--- src/sv/kssc_pkg.sv ---
// Package for the kinematic step block: opcodes, controller commands,
// controller/datapath struct types and fixed field widths. No dependencies.
package kssc_pkg;

    localparam int DT_WIDTH        = 16;
    localparam int DT_FRAC         = 8;
    localparam int MAX_SPEED_WIDTH = 31;
    localparam int ADDR_WIDTH      = 3;
    localparam int DATA_WIDTH      = 32;

    typedef enum logic [ADDR_WIDTH-1:0] {
        REG_MAX_SPEED = 3'd0
    } reg_addr_t;

    typedef enum logic [1:0] {
        OP_LOAD_POS = 2'd0,
        OP_LOAD_VEL = 2'd1,
        OP_LOAD_ACC = 2'd2,
        OP_STEP     = 2'd3
    } op_t;

    typedef enum logic [3:0] {
        CMD_NONE  = 4'd0,
        CMD_LOAD  = 4'd1,
        CMD_PMUL  = 4'd2,
        CMD_PADD  = 4'd3,
        CMD_VMUL  = 4'd4,
        CMD_VADD  = 4'd5,
        CMD_SMUL  = 4'd6,
        CMD_SADD  = 4'd7,
        CMD_RINIT = 4'd8,
        CMD_RSTEP = 4'd9,
        CMD_FLAG  = 4'd10,
        CMD_CMUL  = 4'd11,
        CMD_DINIT = 4'd12,
        CMD_DSTEP = 4'd13,
        CMD_DWB   = 4'd14
    } cmd_code_t;

    typedef struct packed {
        cmd_code_t  code;
        logic [1:0] idx;
    } cmd_t;

    typedef struct packed {
        logic clamp_needed;
    } status_t;

endpackage

--- src/sv/kssc_req_if.sv ---
// Input channel of the kinematic step block: valid/ready plus one item.
// Depends on nothing.
interface kssc_req_if #(
    parameter int VALUE_WIDTH = 32
);
    logic                          valid;
    logic                          ready;
    logic [1:0]                    op;
    logic signed [VALUE_WIDTH-1:0] value_x;
    logic signed [VALUE_WIDTH-1:0] value_y;
    logic signed [VALUE_WIDTH-1:0] value_z;
    logic [15:0]                   dt;

    modport source (output valid, op, value_x, value_y, value_z, dt, input ready);
    modport sink   (input valid, op, value_x, value_y, value_z, dt, output ready);
endinterface

--- src/sv/kssc_rsp_if.sv ---
// Output channel of the kinematic step block: valid/ready plus the state item.
// Depends on nothing.
interface kssc_rsp_if #(
    parameter int VALUE_WIDTH = 32
);
    logic                          valid;
    logic                          ready;
    logic signed [VALUE_WIDTH-1:0] pos_x;
    logic signed [VALUE_WIDTH-1:0] pos_y;
    logic signed [VALUE_WIDTH-1:0] pos_z;
    logic signed [VALUE_WIDTH-1:0] vel_x;
    logic signed [VALUE_WIDTH-1:0] vel_y;
    logic signed [VALUE_WIDTH-1:0] vel_z;
    logic                          speed_clamped;

    modport source (output valid, pos_x, pos_y, pos_z, vel_x, vel_y, vel_z,
                    speed_clamped, input ready);
    modport sink   (input valid, pos_x, pos_y, pos_z, vel_x, vel_y, vel_z,
                    speed_clamped, output ready);
endinterface

--- src/sv/kinematic_step_speed_clamp.sv ---
// Top level of the kinematic step block: APB register, channels, controller
// and datapath. Depends on kssc_pkg, kssc_req_if, kssc_rsp_if, kssc_ctrl, kssc_dp.
//
// Usage:
//   req carries one item: op selects load position, load velocity, load
//   acceleration or a kinematic step with time step dt (unsigned Q8.8).
//   rsp returns one item per request: position, velocity and speed_clamped.
//   max_speed (unsigned, 31 bits) sits at APB byte address 0; write it only
//   while no item is in flight. Reads return the current limit.
// Timing:
//   One item at a time. req.ready is high only while the block is idle.
//   A load item is answered in the cycle after acceptance. A step item runs
//   the Euler multiply/add, the sum of squares, the bit-per-cycle square
//   root and the limit check. A clamped step adds the three restoring
//   divisions. The multiplier is shared, and the root and divide produce
//   one bit per cycle.
// Reset: vectors clear to zero, max_speed to its maximum, channels idle.
// Stall: the result holds on rsp until taken; no new item enters meanwhile.
module kinematic_step_speed_clamp #(
    parameter int VALUE_WIDTH = 32
) (
    input  logic                              clk,
    input  logic                              rst_n,
    input  logic                              psel,
    input  logic                              penable,
    input  logic                              pwrite,
    input  logic [kssc_pkg::ADDR_WIDTH-1:0]   paddr,
    input  logic [kssc_pkg::DATA_WIDTH-1:0]   pwdata,
    output logic [kssc_pkg::DATA_WIDTH-1:0]   prdata,
    output logic                              pready,
    kssc_req_if.sink                          req,
    kssc_rsp_if.source                        rsp
);
    localparam int MSW = kssc_pkg::MAX_SPEED_WIDTH;

    logic [MSW-1:0] max_speed_reg;
    logic           reg_hit;
    kssc_pkg::cmd_t    cmd;
    kssc_pkg::status_t status;
    kssc_pkg::op_t     in_op;
    logic signed [VALUE_WIDTH-1:0] in_val [3];
    logic signed [VALUE_WIDTH-1:0] pos [3];
    logic signed [VALUE_WIDTH-1:0] vel [3];
    logic clamped;

    // config port: zero wait states
    assign pready  = 1'b1;
    assign reg_hit = paddr == kssc_pkg::REG_MAX_SPEED;
    assign prdata  = reg_hit ? kssc_pkg::DATA_WIDTH'(max_speed_reg) : '0;

    always_ff @(posedge clk or negedge rst_n)
    begin
        if (!rst_n)
            max_speed_reg <= {MSW{1'b1}};
        else if (psel && penable && pwrite && reg_hit)
            max_speed_reg <= pwdata[MSW-1:0];
    end

    assign in_op     = kssc_pkg::op_t'(req.op);
    assign in_val[0] = req.value_x;
    assign in_val[1] = req.value_y;
    assign in_val[2] = req.value_z;

    kssc_ctrl #(
        .VALUE_WIDTH(VALUE_WIDTH)
    ) u_ctrl (
        .clk       (clk),
        .rst_n     (rst_n),
        .in_valid  (req.valid),
        .in_ready  (req.ready),
        .in_op     (in_op),
        .out_valid (rsp.valid),
        .out_ready (rsp.ready),
        .cmd       (cmd),
        .status    (status)
    );

    kssc_dp #(
        .VALUE_WIDTH(VALUE_WIDTH)
    ) u_dp (
        .clk       (clk),
        .rst_n     (rst_n),
        .cmd       (cmd),
        .status    (status),
        .in_op     (in_op),
        .in_val    (in_val),
        .in_dt     (req.dt),
        .max_speed (max_speed_reg),
        .pos       (pos),
        .vel       (vel),
        .clamped   (clamped)
    );

    // result stays on the state registers, which hold while rsp waits
    assign rsp.pos_x         = pos[0];
    assign rsp.pos_y         = pos[1];
    assign rsp.pos_z         = pos[2];
    assign rsp.vel_x         = vel[0];
    assign rsp.vel_y         = vel[1];
    assign rsp.vel_z         = vel[2];
    assign rsp.speed_clamped = clamped;
endmodule

--- src/sv/kssc_ctrl.sv ---
// Sequencer of the kinematic step block: walks Euler, norm, root and clamp.
// Depends on kssc_pkg.
module kssc_ctrl #(
    parameter int VALUE_WIDTH = 32
) (
    input  logic              clk,
    input  logic              rst_n,
    input  logic              in_valid,
    output logic              in_ready,
    input  kssc_pkg::op_t     in_op,
    output logic              out_valid,
    input  logic              out_ready,
    output kssc_pkg::cmd_t    cmd,
    input  kssc_pkg::status_t status
);
    localparam int CW = $clog2(VALUE_WIDTH);

    typedef enum logic [13:0] {
        S_IDLE  = 14'b00000000000001,
        S_PMUL  = 14'b00000000000010,
        S_PADD  = 14'b00000000000100,
        S_VMUL  = 14'b00000000001000,
        S_VADD  = 14'b00000000010000,
        S_SMUL  = 14'b00000000100000,
        S_SADD  = 14'b00000001000000,
        S_RINIT = 14'b00000010000000,
        S_RSTEP = 14'b00000100000000,
        S_CHECK = 14'b00001000000000,
        S_CMUL  = 14'b00010000000000,
        S_DINIT = 14'b00100000000000,
        S_DSTEP = 14'b01000000000000,
        S_OUT   = 14'b10000000000000
    } state_t;

    state_t          state_reg, state_next;
    logic [1:0]      idx_reg, idx_next;
    logic [CW-1:0]   cnt_reg, cnt_next;
    logic            last_idx, last_cnt;

    assign last_idx  = idx_reg == 2'd2;
    assign last_cnt  = cnt_reg == CW'(VALUE_WIDTH - 1);
    assign in_ready  = state_reg == S_IDLE;
    assign out_valid = state_reg == S_OUT;

    always_comb
    begin
        state_next = state_reg;
        idx_next   = idx_reg;
        cnt_next   = cnt_reg;
        cmd.code   = kssc_pkg::CMD_NONE;
        cmd.idx    = idx_reg;
        unique case (state_reg)
            S_IDLE:
            begin
                if (in_valid)
                begin
                    cmd.code = kssc_pkg::CMD_LOAD;
                    idx_next = 2'd0;
                    state_next = (in_op == kssc_pkg::OP_STEP) ? S_PMUL : S_OUT;
                end
            end
            S_PMUL:
            begin
                cmd.code   = kssc_pkg::CMD_PMUL;
                state_next = S_PADD;
            end
            S_PADD:
            begin
                cmd.code   = kssc_pkg::CMD_PADD;
                idx_next   = last_idx ? 2'd0 : idx_reg + 2'd1;
                state_next = last_idx ? S_VMUL : S_PMUL;
            end
            S_VMUL:
            begin
                cmd.code   = kssc_pkg::CMD_VMUL;
                state_next = S_VADD;
            end
            S_VADD:
            begin
                cmd.code   = kssc_pkg::CMD_VADD;
                idx_next   = last_idx ? 2'd0 : idx_reg + 2'd1;
                state_next = last_idx ? S_SMUL : S_VMUL;
            end
            S_SMUL:
            begin
                cmd.code   = kssc_pkg::CMD_SMUL;
                state_next = S_SADD;
            end
            S_SADD:
            begin
                cmd.code   = kssc_pkg::CMD_SADD;
                idx_next   = last_idx ? 2'd0 : idx_reg + 2'd1;
                state_next = last_idx ? S_RINIT : S_SMUL;
            end
            S_RINIT:
            begin
                cmd.code   = kssc_pkg::CMD_RINIT;
                cnt_next   = '0;
                state_next = S_RSTEP;
            end
            S_RSTEP:
            begin
                cmd.code   = kssc_pkg::CMD_RSTEP;
                cnt_next   = cnt_reg + CW'(1);
                if (last_cnt)
                    state_next = S_CHECK;
            end
            S_CHECK:
            begin
                if (status.clamp_needed)
                begin
                    cmd.code   = kssc_pkg::CMD_FLAG;
                    idx_next   = 2'd0;
                    state_next = S_CMUL;
                end
                else
                    state_next = S_OUT;
            end
            S_CMUL:
            begin
                cmd.code   = kssc_pkg::CMD_CMUL;
                state_next = S_DINIT;
            end
            S_DINIT:
            begin
                cmd.code   = kssc_pkg::CMD_DINIT;
                cnt_next   = '0;
                state_next = S_DSTEP;
            end
            S_DSTEP:
            begin
                cmd.code = kssc_pkg::CMD_DSTEP;
                cnt_next = cnt_reg + CW'(1);
                if (last_cnt)
                begin
                    // quotient complete: write back on the way out
                    cmd.code   = kssc_pkg::CMD_DWB;
                    idx_next   = last_idx ? 2'd0 : idx_reg + 2'd1;
                    state_next = last_idx ? S_OUT : S_CMUL;
                end
            end
            S_OUT:
            begin
                if (out_ready)
                    state_next = S_IDLE;
            end
            default:
                state_next = S_IDLE;
        endcase
    end

    always_ff @(posedge clk or negedge rst_n)
    begin
        if (!rst_n)
        begin
            state_reg <= S_IDLE;
            idx_reg   <= 2'd0;
            cnt_reg   <= '0;
        end
        else
        begin
            state_reg <= state_next;
            idx_reg   <= idx_next;
            cnt_reg   <= cnt_next;
        end
    end
endmodule

--- src/sv/kssc_dp.sv ---
// Datapath of the kinematic step block: state vectors, shared multiplier,
// root and divide registers. Depends on kssc_pkg.
module kssc_dp #(
    parameter int VALUE_WIDTH = 32
) (
    input  logic                          clk,
    input  logic                          rst_n,
    input  kssc_pkg::cmd_t                cmd,
    output kssc_pkg::status_t             status,
    input  kssc_pkg::op_t                 in_op,
    input  logic signed [VALUE_WIDTH-1:0] in_val [3],
    input  logic [kssc_pkg::DT_WIDTH-1:0] in_dt,
    input  logic [kssc_pkg::MAX_SPEED_WIDTH-1:0] max_speed,
    output logic signed [VALUE_WIDTH-1:0] pos [3],
    output logic signed [VALUE_WIDTH-1:0] vel [3],
    output logic                          clamped
);
    localparam int W  = VALUE_WIDTH;
    localparam int MSW = kssc_pkg::MAX_SPEED_WIDTH;
    localparam int MB = (W > MSW) ? W : MSW;
    localparam int PW = W + MB;
    localparam int SW = 2 * W;
    localparam int EW = W + 10;

    logic signed [W-1:0] pos_reg [3];
    logic signed [W-1:0] vel_reg [3];
    logic signed [W-1:0] acc_reg [3];
    logic [kssc_pkg::DT_WIDTH-1:0] dt_reg;
    logic                clamped_reg;
    logic                neg_reg;
    logic [PW-1:0]       prod_reg;
    logic [SW-1:0]       sum_reg;
    logic [SW-1:0]       n_reg, root_reg, bit_reg;
    logic [W:0]          rem_reg;
    logic [W-1:0]        lo_reg;

    logic signed [W-1:0] src;
    logic [W-1:0]        src_mag;
    logic [MB-1:0]       mul_b;
    logic [PW-1:0]       mul_p;
    logic [PW-1:0]       prod_sh;
    logic [W+8:0]        eu_mag;
    logic signed [W-1:0] eu_dst;
    logic signed [EW-1:0] eu_ext, eu_tot;
    logic signed [W-1:0] eu_sat;
    logic [SW-1:0]       r_trial;
    logic [W-1:0]        speed;
    logic [W:0]          d_rem2;
    logic                d_ge;
    logic [PW-1:0]       div_hi;

    always_comb
    begin
        unique case (cmd.code)
            kssc_pkg::CMD_VMUL: src = acc_reg[cmd.idx];
            default:            src = vel_reg[cmd.idx];
        endcase
    end

    assign src_mag = src[W-1] ? W'(-src) : W'(src);

    always_comb
    begin
        unique case (cmd.code)
            kssc_pkg::CMD_SMUL: mul_b = MB'(src_mag);
            kssc_pkg::CMD_CMUL: mul_b = MB'(max_speed);
            default:            mul_b = MB'(dt_reg);
        endcase
    end

    assign mul_p = PW'(src_mag) * PW'(mul_b);

    // Euler update: truncate magnitude, apply sign, saturate to W bits
    assign prod_sh = prod_reg >> kssc_pkg::DT_FRAC;
    assign eu_mag  = prod_sh[W+8:0];
    assign eu_dst  = (cmd.code == kssc_pkg::CMD_PADD) ? pos_reg[cmd.idx] : vel_reg[cmd.idx];
    assign eu_ext  = EW'(eu_dst);
    assign eu_tot  = neg_reg ? eu_ext - $signed({1'b0, eu_mag})
                             : eu_ext + $signed({1'b0, eu_mag});

    always_comb
    begin
        if (eu_tot[EW-1:W-1] == '0 || eu_tot[EW-1:W-1] == '1)
            eu_sat = eu_tot[W-1:0];
        else
            eu_sat = eu_tot[EW-1] ? {1'b1, {(W-1){1'b0}}} : {1'b0, {(W-1){1'b1}}};
    end

    assign r_trial = root_reg + bit_reg;
    assign speed   = root_reg[W-1:0];
    assign status.clamp_needed = MB'(speed) > MB'(max_speed);

    assign div_hi = prod_reg >> W;
    assign d_rem2 = {rem_reg[W-1:0], lo_reg[W-1]};
    assign d_ge   = d_rem2 >= {1'b0, speed};

    always_ff @(posedge clk or negedge rst_n)
    begin
        if (!rst_n)
        begin
            for (int i = 0; i < 3; i++)
            begin
                pos_reg[i] <= '0;
                vel_reg[i] <= '0;
                acc_reg[i] <= '0;
            end
            clamped_reg <= 1'b0;
        end
        else
        begin
            unique case (cmd.code)
                kssc_pkg::CMD_LOAD:
                begin
                    clamped_reg <= 1'b0;
                    for (int i = 0; i < 3; i++)
                    begin
                        unique case (in_op)
                            kssc_pkg::OP_LOAD_POS: pos_reg[i] <= in_val[i];
                            kssc_pkg::OP_LOAD_VEL: vel_reg[i] <= in_val[i];
                            kssc_pkg::OP_LOAD_ACC: acc_reg[i] <= in_val[i];
                            default: ;
                        endcase
                    end
                end
                kssc_pkg::CMD_PADD: pos_reg[cmd.idx] <= eu_sat;
                kssc_pkg::CMD_VADD: vel_reg[cmd.idx] <= eu_sat;
                kssc_pkg::CMD_FLAG: clamped_reg <= 1'b1;
                kssc_pkg::CMD_DWB:
                    vel_reg[cmd.idx] <= neg_reg ? -$signed({lo_reg[W-2:0], d_ge})
                                                : $signed({lo_reg[W-2:0], d_ge});
                default: ;
            endcase
        end
    end

    // working registers, no reset needed
    always_ff @(posedge clk)
    begin
        unique case (cmd.code)
            kssc_pkg::CMD_LOAD:
            begin
                dt_reg  <= in_dt;
                sum_reg <= '0;
            end
            kssc_pkg::CMD_PMUL, kssc_pkg::CMD_VMUL, kssc_pkg::CMD_SMUL,
            kssc_pkg::CMD_CMUL:
            begin
                prod_reg <= mul_p;
                neg_reg  <= src[W-1];
            end
            kssc_pkg::CMD_SADD: sum_reg <= sum_reg + prod_reg[SW-1:0];
            kssc_pkg::CMD_RINIT:
            begin
                n_reg    <= sum_reg;
                root_reg <= '0;
                bit_reg  <= {2'b01, {(SW-2){1'b0}}};
            end
            kssc_pkg::CMD_RSTEP:
            begin
                if (n_reg >= r_trial)
                begin
                    n_reg    <= n_reg - r_trial;
                    root_reg <= (root_reg >> 1) + bit_reg;
                end
                else
                    root_reg <= root_reg >> 1;
                bit_reg <= bit_reg >> 2;
            end
            kssc_pkg::CMD_DINIT:
            begin
                // high part is below speed since the quotient fits W bits
                rem_reg <= div_hi[W:0];
                lo_reg  <= prod_reg[W-1:0];
            end
            kssc_pkg::CMD_DSTEP:
            begin
                rem_reg <= d_ge ? d_rem2 - {1'b0, speed} : d_rem2;
                lo_reg  <= {lo_reg[W-2:0], d_ge};
            end
            default: ;
        endcase
    end

    assign pos     = pos_reg;
    assign vel     = vel_reg;
    assign clamped = clamped_reg;
endmodule
--- src/flat_wrapper.sv ---
// flat-port wrapper written by rule: the top's interface ports become plain ports
module kinematic_step_speed_clamp_flat 
#(
    parameter int VALUE_WIDTH = 32
)
  (clk, rst_n, psel, penable, pwrite, paddr, pwdata, prdata, pready, req_valid, req_op, req_value_x, req_value_y, req_value_z, req_dt, req_ready, rsp_valid, rsp_pos_x, rsp_pos_y, rsp_pos_z, rsp_vel_x, rsp_vel_y, rsp_vel_z, rsp_speed_clamped, rsp_ready);
  kssc_req_if #(.VALUE_WIDTH(VALUE_WIDTH)) req_i ();
  kssc_rsp_if #(.VALUE_WIDTH(VALUE_WIDTH)) rsp_i ();
  input  logic clk;
  input  logic rst_n;
  input  logic psel;
  input  logic penable;
  input  logic pwrite;
  input  logic [kssc_pkg::ADDR_WIDTH-1:0] paddr;
  input  logic [kssc_pkg::DATA_WIDTH-1:0] pwdata;
  output logic [kssc_pkg::DATA_WIDTH-1:0] prdata;
  output logic pready;
  input wire logic [$bits(req_i.valid)-1:0] req_valid;
  input wire logic [$bits(req_i.op)-1:0] req_op;
  input wire logic [$bits(req_i.value_x)-1:0] req_value_x;
  input wire logic [$bits(req_i.value_y)-1:0] req_value_y;
  input wire logic [$bits(req_i.value_z)-1:0] req_value_z;
  input wire logic [$bits(req_i.dt)-1:0] req_dt;
  output wire logic [$bits(req_i.ready)-1:0] req_ready;
  output wire logic [$bits(rsp_i.valid)-1:0] rsp_valid;
  output wire logic [$bits(rsp_i.pos_x)-1:0] rsp_pos_x;
  output wire logic [$bits(rsp_i.pos_y)-1:0] rsp_pos_y;
  output wire logic [$bits(rsp_i.pos_z)-1:0] rsp_pos_z;
  output wire logic [$bits(rsp_i.vel_x)-1:0] rsp_vel_x;
  output wire logic [$bits(rsp_i.vel_y)-1:0] rsp_vel_y;
  output wire logic [$bits(rsp_i.vel_z)-1:0] rsp_vel_z;
  output wire logic [$bits(rsp_i.speed_clamped)-1:0] rsp_speed_clamped;
  input wire logic [$bits(rsp_i.ready)-1:0] rsp_ready;
  assign req_i.valid = req_valid;
  assign req_i.op = req_op;
  assign req_i.value_x = req_value_x;
  assign req_i.value_y = req_value_y;
  assign req_i.value_z = req_value_z;
  assign req_i.dt = req_dt;
  assign req_ready = req_i.ready;
  assign rsp_valid = rsp_i.valid;
  assign rsp_pos_x = rsp_i.pos_x;
  assign rsp_pos_y = rsp_i.pos_y;
  assign rsp_pos_z = rsp_i.pos_z;
  assign rsp_vel_x = rsp_i.vel_x;
  assign rsp_vel_y = rsp_i.vel_y;
  assign rsp_vel_z = rsp_i.vel_z;
  assign rsp_speed_clamped = rsp_i.speed_clamped;
  assign rsp_i.ready = rsp_ready;
  kinematic_step_speed_clamp #(.VALUE_WIDTH(VALUE_WIDTH)) u_core (.clk(clk), .rst_n(rst_n), .psel(psel), .penable(penable), .pwrite(pwrite), .paddr(paddr), .pwdata(pwdata), .prdata(prdata), .pready(pready), .req(req_i), .rsp(rsp_i));
endmodule
--- config.mk ---
export PLATFORM = sky130hd
export DESIGN_NAME = kinematic_step_speed_clamp_flat
export DESIGN_NICKNAME = d
export VERILOG_FILES = /design/src/sv/kssc_pkg.sv /design/src/sv/kssc_req_if.sv /design/src/sv/kssc_rsp_if.sv /design/src/sv/kinematic_step_speed_clamp.sv /design/src/sv/kssc_ctrl.sv /design/src/sv/kssc_dp.sv /design/src/flat_wrapper.sv
export SDC_FILE = /design/constraint.sdc
export NUM_CORES = 2
export LEC_CHECK = 0
export BUFFER_PORTS_ARGS = -buffer_cell sky130_fd_sc_hd__buf_2
export CORE_AREA = 2 2 490 492
export DETAILED_ROUTE_END_ITERATION = 6
export DIE_AREA = 0 0 492 494
export SLEW_MARGIN = 20
export SYNTH_ARGS = -nofsm -noshare
export SYNTH_HDL_FRONTEND = slang
export SYNTH_SLANG_ARGS = --single-unit
--- constraint.sdc ---
create_clock -name clk -period 12.6 [get_ports clk]
set_input_delay 1.26 -clock clk [delete_from_list [all_inputs] [get_ports clk]]
set_output_delay 1.26 -clock clk [all_outputs]
set_load 0.01 [all_outputs]
==> flow_summary_export.csv <==
group,metric,value,unit
timing,clock_skew,0.09973,ns
timing,rsz0062_at_grt,"false",
clock_tree,clk_pin_slew,0.06,ns
synthesis,yosys.area.top_type,"fa_1",
synthesis,ys_top_cells_by_area,"fa_1 (22%), edfxtp_1 (13%), dfrtp_1 (9.3%)",
grt,overflow,0,
synthesis,synth_xor_xnor_area_share,4.833,%
grt,grtUsageTotal,27.03,%
die,die_y,494,um
place,gp_congestion,0.9500,
cells_and_area,drive_above_1_share,10.86,%
synthesis,synth_cell_types,101,
clock_tree,cts_max_level,3,
synthesis,synth.avg_cell_area,8.831,um2
worst_setup_path,cp_common_cell,"fa_1",
route,dr.pass1.iters,6,
die,core_area,0.2374,mm2
grt,grt_antenna_before_repair,33,
synthesis,synth_top_family_by_area,"adder cells",
clock_tree,cts_hold_buf,0,
timing,worstMarginPinSlew,1.215,ns
hold_path,hold_path.class,"primary input to async pin",
worst_setup_path,worst-r2r-setup-slack,0.65,ns
cells_and_area,final_cell_mix,"inv_1 (1,121), nand2_1 (1,086), nor2_1 (965)",
worst_setup_path,cp-end-kind,"flip-flop",
grt,grt_max_degree,157,
route,routed_wl,336600,um
synthesis,postSynthCellCount,9384,
synthesis,seq_area_frac_synth,23.72,%
timing,tns,0,ns
die,fp-row-count,179,
worst_setup_path,cpMaxStageDelayCell,"fa_1",
worst_setup_path,arrival,12.39,ns
clock_tree,cts_sinks,710,
worst_setup_path,critPathLaunchType,"flip-flop",
clock_tree,clkLatencyLatePin,0.77,ns
route,routedWlPerCell,26.05,um
place,dp_hpwl,268700,um
synthesis,synthSimpleGateAreaFrac,14.84,%
route,vias,73220,
grt,grt_pass1_wl,490100,um
clock_tree,cts_max_path_buffers,3,
clock_tree,numCtsBuffers,83,
synthesis,ys.flop_type,"edfxtp_1",
route,viasPerCell,5.667,
die,io_pins,384,
timing,final_hold_viol_count,0,
route,drt_iter0_drc,7092,
synthesis,yosys.area_share.adder,30.27,%
route,drcViolationCount,0,
outcome,outcome,"complete, no violations",
synthesis,async_flop_share,48.03,%
die,start_util,34.91,%
cells_and_area,design_area,0.09242,mm2
synthesis,synth_compound_area_share,16.28,%
clock_tree,ctsResizeCount,0,
cells_and_area,final_common_cell,"inv_1",
place,postPlaceCellArea,0.08952,mm2
timing,layout_min_cycle_time,11.95,ns
synthesis,synth.mux.area_fraction,2.754,%
flow_run,cap_violations,0,
cells_and_area,area_growth,11.52,%
timing,timing.final.crit_share,94.87,%
timing,drv_slew,0,
timing,setup_violations,0,
synthesis,ys_ff_latch,710,
grt,grt_pass1_vias,72480,
synthesis,yosys.area.top_type_share,21.74,%
timing,maxSlewHeadroom,18.72,%
die,die_w,492,um
worst_setup_path,crit_fanout,40,
worst_setup_path,critPathKind,"flip-flop to flip-flop",
worst_setup_path,max_stage_delay,0.58,ns
worst_setup_path,crit_required,13.04,ns
die,die_area,0.2430,mm2
clock_tree,postCtsSetupRepairBufs,0,
synthesis,yosysWarnings,0,
synthesis,synth_edf_count,369,
synthesis,syn-cell-area,0.08287,mm2
clock_tree,cts_root_buf,"clkbuf_16",
clock_tree,cts_tree,"built",
timing,fmax,0.08366,GHz
cells_and_area,nNetsFinal,11290,
place,portBuffers,380,
route,ant_nets,0,
[critical path: cells and delay by family (launching register included)]
family                     cells  cell delay, ns
adders and majority gates      9            4.38
AOI/OAI and AO/OA             11            2.58
and+or+nand+nor                8            1.93
buffers and inverters          8            1.40
muxes                          1            0.53
DFF                            1            0.44
xor gates and xnor gates       2            0.34
[metrics by stage]
| step | std cells | hold WS [ns] | setup slack (ns) | util (%) |
|---|---|---|---|---|
| CTS | 12900 | 0.4846 | 0.7572 | 38.89 |
| global route | 12910 | 0.4800 | 0.1078 | 38.92 |
| finish | 12920 | 0.4606 | 0.6462 | 38.93 |
| global placement | 12750 | 0.4540 | 0.9173 | 37.71 |
| detailed placement | 12750 | 0.4664 | 0.8307 | 37.71 |
| floorplan | 9399 | 0.4375 | 1.505 | - |
[synthesized netlist by cell type (106+ instances only)]
master / number
fa_1: 900
nand3_1: 116
nand2_1: 1090
a21o_1: 212
inv_1: 1122
a22oi_1: 134
xor2_1: 195
ha_1: 565
o21ai_0: 572
mux2i_1: 111
a21oi_1: 560
xnor2_1: 248
clkbuf_1: 356
nor2_1: 969
a211oi_1: 106
and2_1: 113
dfrtp_1: 309
edfxtp_1: 369
[layer usage]
metal	track usage, %	wire length [um]	vias up
li1	-	-	32150
met1	36.06	140400	37220
met2	43.04	153300	3231
met3	4.768	26590	606
met4	11.67	16200	12
met5	0	89	-
[cell type report]
cell class                      instances  area, um2
Tap cell                             3167       3963
Clock buffer                          110       2306
Clock inverter                         38      501.7
Fill cell                           24130     145000
Sequential cell                       710      19660
Timing Repair Buffer                  642       4036
Antenna cell                           24      60.06
Inverter                             1127       4235
Multi-Input combinational cell       7104      57660
[worst paths after layout]
check                                                      to                                    from  cells past startpoint
max in group asynchronous     u_core.u_dp.vel[44]$_DFFE_PN0P_                                   rst_n                      3
setup / recovery           u_core.u_dp.prod_reg[60]$_DFFE_PP_  u_core.u_ctrl.state_reg[4]$_DFFE_PN0P_                     39
hold reg to reg               u_core.u_dp.clamped$_DFFE_PN0P_         u_core.u_dp.clamped$_DFFE_PN0P_                      2
min in group clk              u_core.u_dp.clamped$_DFFE_PN0P_         u_core.u_dp.clamped$_DFFE_PN0P_                      2
hold / removal                u_core.u_dp.pos[60]$_DFFE_PN0P_                                   rst_n                      1
setup reg to reg           u_core.u_dp.prod_reg[60]$_DFFE_PP_  u_core.u_ctrl.state_reg[4]$_DFFE_PN0P_                     39
[cell families (layout without fill, tap and decap cells)]
| group | Yosys count | in the layout |
|---|---|---|
| AOI/OAI and AO/OA | 2166 | 2166 |
| xor gates and xnor gates | 450 | 450 |
| adders and majority gates | 1465 | 1465 |
| buffers and inverters | 1585 | 1917 |
| DFF | 710 | 710 |
| muxes | 215 | 215 |
| other | 2 | 41 |
| and+or+nand+nor | 2791 | 2791 |
Power is left out: the tool's default activity adds up to more than one toggle a clock period on the data nets, which glitch-free logic cannot reach.
